`src/hdl/ides_pkg.sv`:
```
// Package for the ISO9660 directory entry search block.
// Holds beat types, status codes, register indexes, record layout constants
// and the character fold helper. No dependencies.
package ides_pkg;

   // Default sizing, used as parameter defaults on the top level
   localparam int SECTOR_BYTES_DEF        = 2048;
   localparam int MAX_DIRECTORY_BYTES_DEF = 16384;
   localparam int MAX_NAME_CHARS_DEF      = 16;

   // Directory record layout
   localparam logic [7:0] MIN_RECORD_LEN = 8'd34;
   localparam logic [7:0] EXTENT_FIRST   = 8'd2;
   localparam logic [7:0] EXTENT_LAST    = 8'd5;
   localparam logic [7:0] SIZE_FIRST     = 8'd10;
   localparam logic [7:0] SIZE_LAST      = 8'd13;
   localparam logic [7:0] FLAGS_POS      = 8'd25;
   localparam logic [7:0] NAME_LEN_POS   = 8'd32;
   localparam logic [7:0] NAME_START     = 8'd33;
   localparam logic [7:0] DOT_CHAR       = 8'h00;
   localparam logic [7:0] DOTDOT_CHAR    = 8'h01;

   typedef enum logic [1:0] {
      ST_FOUND     = 2'd0,
      ST_NOT_FOUND = 2'd1,
      ST_CORRUPT   = 2'd2
   } status_type;

   typedef enum logic [1:0] {
      REG_TARGET_LOW  = 2'd0,
      REG_TARGET_HIGH = 2'd1,
      REG_TARGET_LEN  = 2'd2,
      REG_DIR_SIZE    = 2'd3
   } reg_index_type;

   typedef struct packed {
      logic [7:0] data_byte;
      logic       last_byte;
   } req_payload_type;

   typedef struct packed {
      status_type  status;
      logic [31:0] extent;
      logic [31:0] file_size;
      logic        is_directory;
   } rsp_payload_type;

   // Fold a-z to A-Z, leave everything else
   function automatic logic [7:0] upcase(input logic [7:0] c);
      logic [7:0] r;
      r = c;
      if (c >= 8'h61 && c <= 8'h7A) begin
         r = c - 8'h20;
      end
      return r;
   endfunction

endpackage

```
`src/hdl/iso9660_directory_entry_search.sv`:
```
// ISO9660 directory entry search, top level.
// Depends on ides_pkg for beat types, status codes and record layout.
//
// Streams a directory one byte per beat and returns one result beat per
// search: found (with extent, size and directory flag of the first record whose
// name starts with the configured target, case-folded), not found, or corrupt
// (record length below 34). A zero length byte skips to the next sector; the
// search ends as not found at a record start once the offset reaches the
// directory size or MAX_DIRECTORY_BYTES. Bytes after the result are dropped
// until a beat with last_byte set, which closes the search (not found if it was
// still open) and rearms it. Throughput is one byte per clock; an accepted byte
// passes the input register, then the result register, to its result beat.
// The byte in the input register only waits when it would produce a result
// while the previous result is held by rsp_stall; bytes that produce no
// result keep flowing. Configure through the 64-bit APB port (registers at
// 8-byte strides) only while the block is idle.
module iso9660_directory_entry_search
   import ides_pkg::*;
#(
   parameter int SECTOR_BYTES        = SECTOR_BYTES_DEF,
   parameter int MAX_DIRECTORY_BYTES = MAX_DIRECTORY_BYTES_DEF,
   parameter int MAX_NAME_CHARS      = MAX_NAME_CHARS_DEF
) (
   input  logic            clock,
   input  logic            reset,
   // directory byte channel
   input  logic            req_valid,
   output logic            req_stall,
   input  req_payload_type req_data,
   // result channel
   output logic            rsp_valid,
   input  logic            rsp_stall,
   output rsp_payload_type rsp_data,
   // configuration
   input  logic            psel,
   input  logic            penable,
   input  logic            pwrite,
   input  logic [4:0]      paddr,
   input  logic [63:0]     pwdata,
   output logic [63:0]     prdata,
   output logic            pready
);

   // Offset never goes past the limit plus one sector of padding
   localparam int OFFSET_W = $clog2(MAX_DIRECTORY_BYTES + SECTOR_BYTES + 1);
   localparam int SECT_W   = $clog2(SECTOR_BYTES);
   localparam logic [SECT_W-1:0]   SECTOR_LAST = SECT_W'(SECTOR_BYTES - 1);
   localparam logic [OFFSET_W-1:0] OFFSET_CAP  = OFFSET_W'(MAX_DIRECTORY_BYTES);
   localparam logic [4:0]          NAME_CAP    = 5'(MAX_NAME_CHARS);

   // ---------------------------------------------------------------------
   // Configuration registers
   // ---------------------------------------------------------------------
   logic [63:0] tgt_low_ff;
   logic [63:0] tgt_high_ff;
   logic [4:0]  tgt_len_ff;
   logic [31:0] dir_bytes_ff;
   reg_index_type csr_index;
   logic          csr_write;

   assign pready    = 1'b1;
   assign csr_index = reg_index_type'(paddr[4:3]);
   assign csr_write = psel && penable && pwrite && pready;

   always_ff @(posedge clock) begin
      if (reset) begin
         tgt_low_ff   <= '0;
         tgt_high_ff  <= '0;
         tgt_len_ff   <= '0;
         dir_bytes_ff <= '0;
      end else if (csr_write) begin
         unique case (csr_index)
            REG_TARGET_LOW:  tgt_low_ff   <= pwdata;
            REG_TARGET_HIGH: tgt_high_ff  <= pwdata;
            REG_TARGET_LEN:  tgt_len_ff   <= pwdata[4:0];
            REG_DIR_SIZE:    dir_bytes_ff <= pwdata[31:0];
            default:         tgt_low_ff   <= tgt_low_ff;
         endcase
      end
   end

   always_comb begin
      unique case (csr_index)
         REG_TARGET_LOW:  prdata = tgt_low_ff;
         REG_TARGET_HIGH: prdata = tgt_high_ff;
         REG_TARGET_LEN:  prdata = {59'd0, tgt_len_ff};
         REG_DIR_SIZE:    prdata = {32'd0, dir_bytes_ff};
         default:         prdata = '0;
      endcase
   end

   // ---------------------------------------------------------------------
   // Input register
   // ---------------------------------------------------------------------
   logic       in_valid_ff;
   logic [7:0] in_byte_ff;
   logic       in_last_ff;
   logic       advance;
   logic       req_take;

   assign req_stall = in_valid_ff && !advance;
   assign req_take  = req_valid && !req_stall;

   always_ff @(posedge clock) begin
      if (reset) begin
         in_valid_ff <= 1'b0;
      end else if (req_take) begin
         in_valid_ff <= 1'b1;
      end else if (advance) begin
         in_valid_ff <= 1'b0;
      end
   end

   // payload needs no reset
   always_ff @(posedge clock) begin
      if (req_take) begin
         in_byte_ff <= req_data.data_byte;
         in_last_ff <= req_data.last_byte;
      end
   end

   // ---------------------------------------------------------------------
   // Search state
   // ---------------------------------------------------------------------
   logic [OFFSET_W-1:0] offset_ff,     offset_in;
   logic [SECT_W-1:0]   sector_pos_ff, sector_pos_in;
   logic [7:0]          rec_len_ff,    rec_len_in;
   logic [7:0]          rec_pos_ff,    rec_pos_in;
   logic [31:0]         extent_ff,     extent_in;
   logic [31:0]         size_ff,       size_in;
   logic                dir_flag_ff,   dir_flag_in;
   logic [7:0]          name_len_ff,   name_len_in;
   logic                match_ff,      match_in;
   logic                skip_ff,       skip_in;
   logic                done_ff,       done_in;

   logic                emit;
   status_type          emit_status;

   logic [OFFSET_W-1:0] offset_inc;
   logic [SECT_W-1:0]   sector_inc;
   logic                sector_wrap;
   logic                at_limit;
   logic [4:0]          tlen;
   logic [4:0]          last_idx;
   logic [7:0]          name_idx;
   logic [7:0]          tgt_char;
   logic [127:0]        tgt_all;
   logic                match_next;
   logic [1:0]          lane_ext;
   logic [1:0]          lane_size;
   logic [8:0]          pos_next;

   assign tgt_all     = {tgt_high_ff, tgt_low_ff};
   assign offset_inc  = offset_ff + 1'b1;
   assign sector_wrap = (sector_pos_ff == SECTOR_LAST);
   assign sector_inc  = sector_wrap ? '0 : sector_pos_ff + 1'b1;
   assign at_limit    = (32'(offset_ff) >= dir_bytes_ff) || (offset_ff >= OFFSET_CAP);
   assign tlen        = (tgt_len_ff > NAME_CAP) ? NAME_CAP : tgt_len_ff;
   assign last_idx    = (tlen == 5'd0) ? 5'd0 : tlen - 5'd1;
   assign name_idx    = rec_pos_ff - NAME_START;
   assign tgt_char    = tgt_all[{name_idx[3:0], 3'b000} +: 8];
   assign lane_ext    = 2'(rec_pos_ff - EXTENT_FIRST);
   assign lane_size   = 2'(rec_pos_ff - SIZE_FIRST);
   assign pos_next    = {1'b0, rec_pos_ff} + 9'd1;

   always_comb begin
      offset_in     = offset_ff;
      sector_pos_in = sector_pos_ff;
      rec_len_in    = rec_len_ff;
      rec_pos_in    = rec_pos_ff;
      extent_in     = extent_ff;
      size_in       = size_ff;
      dir_flag_in   = dir_flag_ff;
      name_len_in   = name_len_ff;
      match_in      = match_ff;
      skip_in       = skip_ff;
      done_in       = done_ff;
      emit          = 1'b0;
      emit_status   = ST_NOT_FOUND;
      match_next    = match_ff;

      if (!done_ff) begin
         priority if (skip_ff) begin
            // sector padding: advance until the boundary
            offset_in     = offset_inc;
            sector_pos_in = sector_inc;
            if (sector_wrap) begin
               skip_in = 1'b0;
            end
         end else if (rec_pos_ff == 8'd0) begin
            // record start: length byte
            if (at_limit) begin
               emit        = 1'b1;
               emit_status = ST_NOT_FOUND;
            end else begin
               offset_in     = offset_inc;
               sector_pos_in = sector_inc;
               priority if (in_byte_ff == 8'd0) begin
                  if (!sector_wrap) begin
                     skip_in = 1'b1;
                  end
               end else if (in_byte_ff < MIN_RECORD_LEN) begin
                  emit        = 1'b1;
                  emit_status = ST_CORRUPT;
               end else begin
                  rec_len_in  = in_byte_ff;
                  rec_pos_in  = 8'd1;
                  extent_in   = '0;
                  size_in     = '0;
                  dir_flag_in = 1'b0;
                  name_len_in = '0;
                  match_in    = 1'b1;
               end
            end
         end else begin
            // record body
            offset_in     = offset_inc;
            sector_pos_in = sector_inc;
            priority if (rec_pos_ff >= EXTENT_FIRST && rec_pos_ff <= EXTENT_LAST) begin
               extent_in[{lane_ext, 3'b000} +: 8] = in_byte_ff;
            end else if (rec_pos_ff >= SIZE_FIRST && rec_pos_ff <= SIZE_LAST) begin
               size_in[{lane_size, 3'b000} +: 8] = in_byte_ff;
            end else if (rec_pos_ff == FLAGS_POS) begin
               dir_flag_in = in_byte_ff[1];
            end else if (rec_pos_ff == NAME_LEN_POS) begin
               name_len_in = in_byte_ff;
            end else if (rec_pos_ff >= NAME_START) begin
               // dot entries and empty names never match
               if (name_idx == 8'd0 && (name_len_ff == 8'd0 || in_byte_ff == DOT_CHAR ||
                                        in_byte_ff == DOTDOT_CHAR)) begin
                  match_next = 1'b0;
               end
               if (name_idx < {3'b000, tlen}) begin
                  if (name_idx >= name_len_ff || upcase(in_byte_ff) != upcase(tgt_char)) begin
                     match_next = 1'b0;
                  end
               end
               match_in = match_next;
               if (name_idx == {3'b000, last_idx} && match_next) begin
                  emit        = 1'b1;
                  emit_status = ST_FOUND;
               end
            end else begin
               match_in = match_ff;
            end
            if (!emit) begin
               rec_pos_in = (pos_next >= {1'b0, rec_len_ff}) ? 8'd0 : pos_next[7:0];
            end
         end
      end

      if (emit) begin
         done_in = 1'b1;
      end

      if (in_last_ff) begin
         // close an open search, then rearm
         if (!emit && !done_ff) begin
            emit        = 1'b1;
            emit_status = ST_NOT_FOUND;
         end
         offset_in     = '0;
         sector_pos_in = '0;
         rec_len_in    = '0;
         rec_pos_in    = '0;
         extent_in     = '0;
         size_in       = '0;
         dir_flag_in   = 1'b0;
         name_len_in   = '0;
         match_in      = 1'b1;
         skip_in       = 1'b0;
         done_in       = 1'b0;
      end
   end

   always_ff @(posedge clock) begin
      if (reset) begin
         offset_ff     <= '0;
         sector_pos_ff <= '0;
         rec_len_ff    <= '0;
         rec_pos_ff    <= '0;
         extent_ff     <= '0;
         size_ff       <= '0;
         dir_flag_ff   <= 1'b0;
         name_len_ff   <= '0;
         match_ff      <= 1'b1;
         skip_ff       <= 1'b0;
         done_ff       <= 1'b0;
      end else if (advance) begin
         offset_ff     <= offset_in;
         sector_pos_ff <= sector_pos_in;
         rec_len_ff    <= rec_len_in;
         rec_pos_ff    <= rec_pos_in;
         extent_ff     <= extent_in;
         size_ff       <= size_in;
         dir_flag_ff   <= dir_flag_in;
         name_len_ff   <= name_len_in;
         match_ff      <= match_in;
         skip_ff       <= skip_in;
         done_ff       <= done_in;
      end
   end

   // ---------------------------------------------------------------------
   // Result register
   // ---------------------------------------------------------------------
   logic            rsp_valid_ff;
   rsp_payload_type rsp_data_ff;
   rsp_payload_type rsp_data_in;
   logic            out_free;

   // Hold the byte only when it would overwrite a result still held downstream
   assign out_free = !rsp_valid_ff || !rsp_stall;
   assign advance  = in_valid_ff && (out_free || !emit);

   always_comb begin
      rsp_data_in.status       = emit_status;
      rsp_data_in.extent       = (emit_status == ST_FOUND) ? extent_ff : 32'd0;
      rsp_data_in.file_size    = (emit_status == ST_FOUND) ? size_ff : 32'd0;
      rsp_data_in.is_directory = (emit_status == ST_FOUND) && dir_flag_ff;
   end

   always_ff @(posedge clock) begin
      if (reset) begin
         rsp_valid_ff <= 1'b0;
      end else if (advance && emit) begin
         rsp_valid_ff <= 1'b1;
      end else if (!rsp_stall) begin
         rsp_valid_ff <= 1'b0;
      end
   end

   always_ff @(posedge clock) begin
      if (advance && emit) begin
         rsp_data_ff <= rsp_data_in;
      end
   end

   assign rsp_valid = rsp_valid_ff;
   assign rsp_data  = rsp_data_ff;

endmodule

```
`config.mk`:
```
export PLATFORM = sky130hd
export DESIGN_NAME = iso9660_directory_entry_search
export DESIGN_NICKNAME = d
export VERILOG_FILES = /design/src/hdl/ides_pkg.sv /design/src/hdl/iso9660_directory_entry_search.sv
export SDC_FILE = /design/constraint.sdc
export NUM_CORES = 1
export LEC_CHECK = 0
export ABC_AREA = 1
export ABC_CLOCK_PERIOD_IN_PS = 5300
export BUFFER_PORTS_ARGS = -buffer_cell sky130_fd_sc_hd__buf_2
export CAP_MARGIN = 25
export CORE_ASPECT_RATIO = 2
export CORE_MARGIN = 2
export CORE_UTILIZATION = 39
export DETAILED_ROUTE_END_ITERATION = 10
export PLACE_DENSITY = 0.68
export SLEW_MARGIN = 20
export SYNTH_ARGS = -nofsm -noshare
export SYNTH_HDL_FRONTEND = slang
export SYNTH_SLANG_ARGS = --single-unit
```
`constraint.sdc`:
```
create_clock -name clock -period 5.3 [get_ports clock]
set_input_delay 0.53 -clock clock [delete_from_list [all_inputs] [get_ports clock]]
set_output_delay 0.53 -clock clock [all_outputs]
set_load 0.1 [all_outputs]
```
==> reports/qor.txt <==
Hold path cells = 1
Number of port buffers = 214
Largest net degree at the start of global routing = 94
Core area = 45,830 µm²
Worst Clk Skew = 0.01769 ns
# placed instances = 3,202
Static leakage = 8.867 nW
Post-synth EDFFs = 76
Post-CTS Setup Bufs = 0
Register area = 7989 µm²
Initial antenna violation count = 3
Vias in the first global route = 16,390
Startpoint Class = flop
ANT nets after route = 0
First-pass GRT wire length = 88.27 mm
Most used DFF post-synth = dfxtp_1
Worst hold-check path type = in2reg
Endpoints failing setup = 0
Syn avg cell area = 7.167 µm²
Root Driver = clkbuf_16
Gr usage total = 0.2326
Clk sinks = 361
Setup_tns = 0 ns
RR Endpoint = rsp_data[40]$_SDFFCE_PP0P_
Cell variety after synth = 53
Wire per inst = 17.42 µm
Layout cells sized above 1 = 0.1248
Worst-Margin Slew = 0.9554 ns
Crit path DAT = 4.39 ns
CTS tree = yes
Area of the multi-input gates = 8554 µm²
DP HPWL = 41.69 mm
Max Freq = 0.2034 GHz
Worst reg-to-reg path cell count = 27
Die span in y = 309.1 µm
CTS Buf Count = 35
Worst hold start = req_data[0]
Worst slew margin = 0.3631
Clock network latency to the later pin of the worst-skew pair = 0.54 ns
Row Count = 111
Yosys warning count = 0
Final min period = 4.918 ns
Critical R2R Launch = rec_pos_ff[1]$_SDFFE_PP0P_
Via count = 17,099
Clock slew at reported path FFs = 0.07 ns
Hold path endpoint = in_last_ff$_DFFE_PP_
Final WL = 56.92 mm
Number of I/O pins = 219
Final-layout fill cell count = 4,726
Mapped Area = 18,150 µm²
Hold Vio Cnt, Final = 0
Bufs on Longest Clock Path = 3
Synth-to-layout area growth = 14.16%
CP max FO = 36
Peak VDD IR = 243.9 µV
PwrDens = 334.6 nW/µm²
Initial Utilization = 0.3959
Pre-antenna DRT Iters = 5
CP required = 4.77 ns
Gpl congestion = 0.9281
Period utilization = 0.9278
CP endpoint kind = output pin
Iteration-0 DRC Markers = 910
Total gr overflow = 0
Seq/Total Area, Yosys = 0.4402
Crit Path Class = reg2out
CTS H-tree lvls = 2
Non-filler cells, final = 3,268
Slew Viols, Final = 0
Outcome = completed
Drt via density = 5.232
Post-Syn Nets = 2,663
Fin nets = 2,807
RSZ-0062 raised after global routing = no
Area of the die = 48,370 µm²
Async set-or-reset flop fraction in the synthesized netlist = 0
Die X = 156.5 µm
Max-cap violations = 0
Synthesized flop and latch total = 361
Syn Inst Count = 2,532
Flop-to-flop setup slack = 0.63 ns
Post-route DRC = 0
==> area by class of cell <==
class,count,share of cell area
Clock buffer,51,0.05025
Timing Repair Buffer,236,0.06143
Clock inverter,11,0.005859
Inverter,270,0.04947
Antenna cell,2,0.0002416
Multi-Input combinational cell,1772,0.4130
Tap cell,565,0.03413
Sequential cell,361,0.3857
==> registers in the layout, summed over array words and instances, names as in the netlist, 5 cells and up <==
name,flops
tgt_len_ff,5
tgt_high_ff,64
tgt_low_ff,64
offset_ff,15
extent_ff,32
rsp_data,67
sector_pos_ff,11
rec_len_ff,8
dir_bytes_ff,32
size_ff,32
name_len_ff,8
in_byte_ff,8
rec_pos_ff,8
==> logic make-up (layout without fill, tap and decap cells) <==
family,Yosys count,after routing,synth area share
AO/OA/AOI/OAI,419,419,0.1291
other,1,3,0.0002067
XOR/XNOR,29,29,0.01400
flip-flops,361,361,0.4402
adder cells (fa/ha/maj),46,46,0.03172
AND/OR/NAND/NOR,1277,1277,0.2955
buffers and inverters,399,568,0.08936
==> worst max-delay path by stage <==
stage                               startpoint  depth (start not counted)                         end  slack [ns]
floorplan           rec_pos_ff[0]$_SDFFE_PP0P_                         30       rsp_data[0]$_DFFE_PP_        0.29
finish              rec_pos_ff[1]$_SDFFE_PP0P_                         23                   req_stall        0.38
global route        rec_pos_ff[0]$_SDFFE_PP0P_                         26                   req_stall        0.02
global placement    rec_pos_ff[1]$_SDFFE_PP0P_                         27  rsp_data[36]$_SDFFCE_PP0P_        0.72
detailed placement  rec_pos_ff[1]$_SDFFE_PP0P_                         27  rsp_data[36]$_SDFFCE_PP0P_        0.61
CTS                 rec_pos_ff[0]$_SDFFE_PP0P_                         26                   req_stall        0.24
==> Yosys cell counts, types with 9 or more instances <==
cell type / number / area [µm²]
edfxtp_1: 76 / 2282
o21bai_1: 13 / 97.59
nand2_1: 500 / 1877
buf_4: 14 / 105.1
buf_1: 14 / 52.55
o211ai_1: 20 / 150.1
clkbuf_1: 76 / 285.3
ha_1: 46 / 575.6
nor4_1: 9 / 56.30
nand4_1: 18 / 112.6
o21ai_0: 195 / 975.9
a21oi_1: 137 / 685.7
o22ai_1: 12 / 75.07
nor2_1: 516 / 1937
inv_1: 254 / 953.4
nand3_1: 163 / 815.8
dfxtp_1: 285 / 5705
a22o_1: 20 / 175.2
buf_2: 20 / 100.1
nor3_1: 29 / 145.1
xor2_1: 26 / 227.7
==> power by group <==
group / internal (W) / total, W / switching [W]
combinational: 0.000352 / 0.00135 / 0.00100
sequential: 0.00293 / 0.00300 / 0.0000702
clock: 0.00147 / 0.00258 / 0.00110
==> stage by stage <==
step	worst slack, ns	hold WS, ns	power [W]	area, µm²	util
finish	0.3824	0.1865	0.006932	20710	0.4520
CTS	0.2431	0.1622	0.006978	20680	0.4513
global placement	0.7242	0.4548	0.004386	19520	0.4259
detailed placement	0.6127	0.4582	0.004414	19520	0.4259
global route	0.01861	0.1746	0.007231	20710	0.4519
floorplan	0.2939	0.4289	0.004067	18150	-
==> routing by layer <==
metal	routed length, µm	track usage	vias up
li1	-	-	8461
met3	2910	0.03152	167
met4	3786	0.1387	4
met5	23	0	-
met1	20440	0.2409	7864
met2	29760	0.4381	603
==> timing repair <==
action / in CTS / in global routing
hold buffers: 0 / 0
resized for setup: 0 / 3
setup endpoints to repair: 0 / 1
==> worst max-delay path, cell delays in order, from the launching register on <==
cell      delay [ns]
dfxtp_1         0.39
inv_1           0.13
ha_1            0.36
buf_4           0.45
nand3_1         0.17
nand3_1         0.23
nand3_1         0.10
nand2_1         0.13
nand2_1         0.08
nand3b_2        0.25
inv_2           0.08
nor2_2          0.04
nand2_1         0.07
nand3_1         0.07
nand2_1         0.08
nand2_1         0.08
nand2_1         0.11
nand3_2         0.13
nand2_2         0.14
nand2_4         0.07
nand2_4         0.07
nand3_4         0.15
nor2_1          0.25
buf_12          0.21
==> layout by cell type (no fill, tap or decap), types with 5 or more instances in the layout <==
cell type	synthesis	layout
a21oi_1	137	137
a22o_1	20	20
buf_2	20	213
buf_4	14	18
clkbuf_1	76	10
clkbuf_16	0	39
clkinv_1	8	6
clkinv_2	0	5
dfxtp_1	285	284
edfxtp_1	76	76
ha_1	46	46
inv_1	254	252
inv_2	7	8
nand2_1	500	499
nand2_2	4	5
nand2_4	8	8
nand3_1	163	163
nand4_1	18	18
nor2_1	516	512
nor2_2	4	7
nor2_4	7	8
nor3_1	29	29
nor3b_1	6	6
nor4_1	9	9
o211ai_1	20	20
o21ai_0	195	195
o21bai_1	13	13
o221ai_1	8	8
o22ai_1	12	12
xor2_1	26	26
Power figures use the tool's default switching activity.
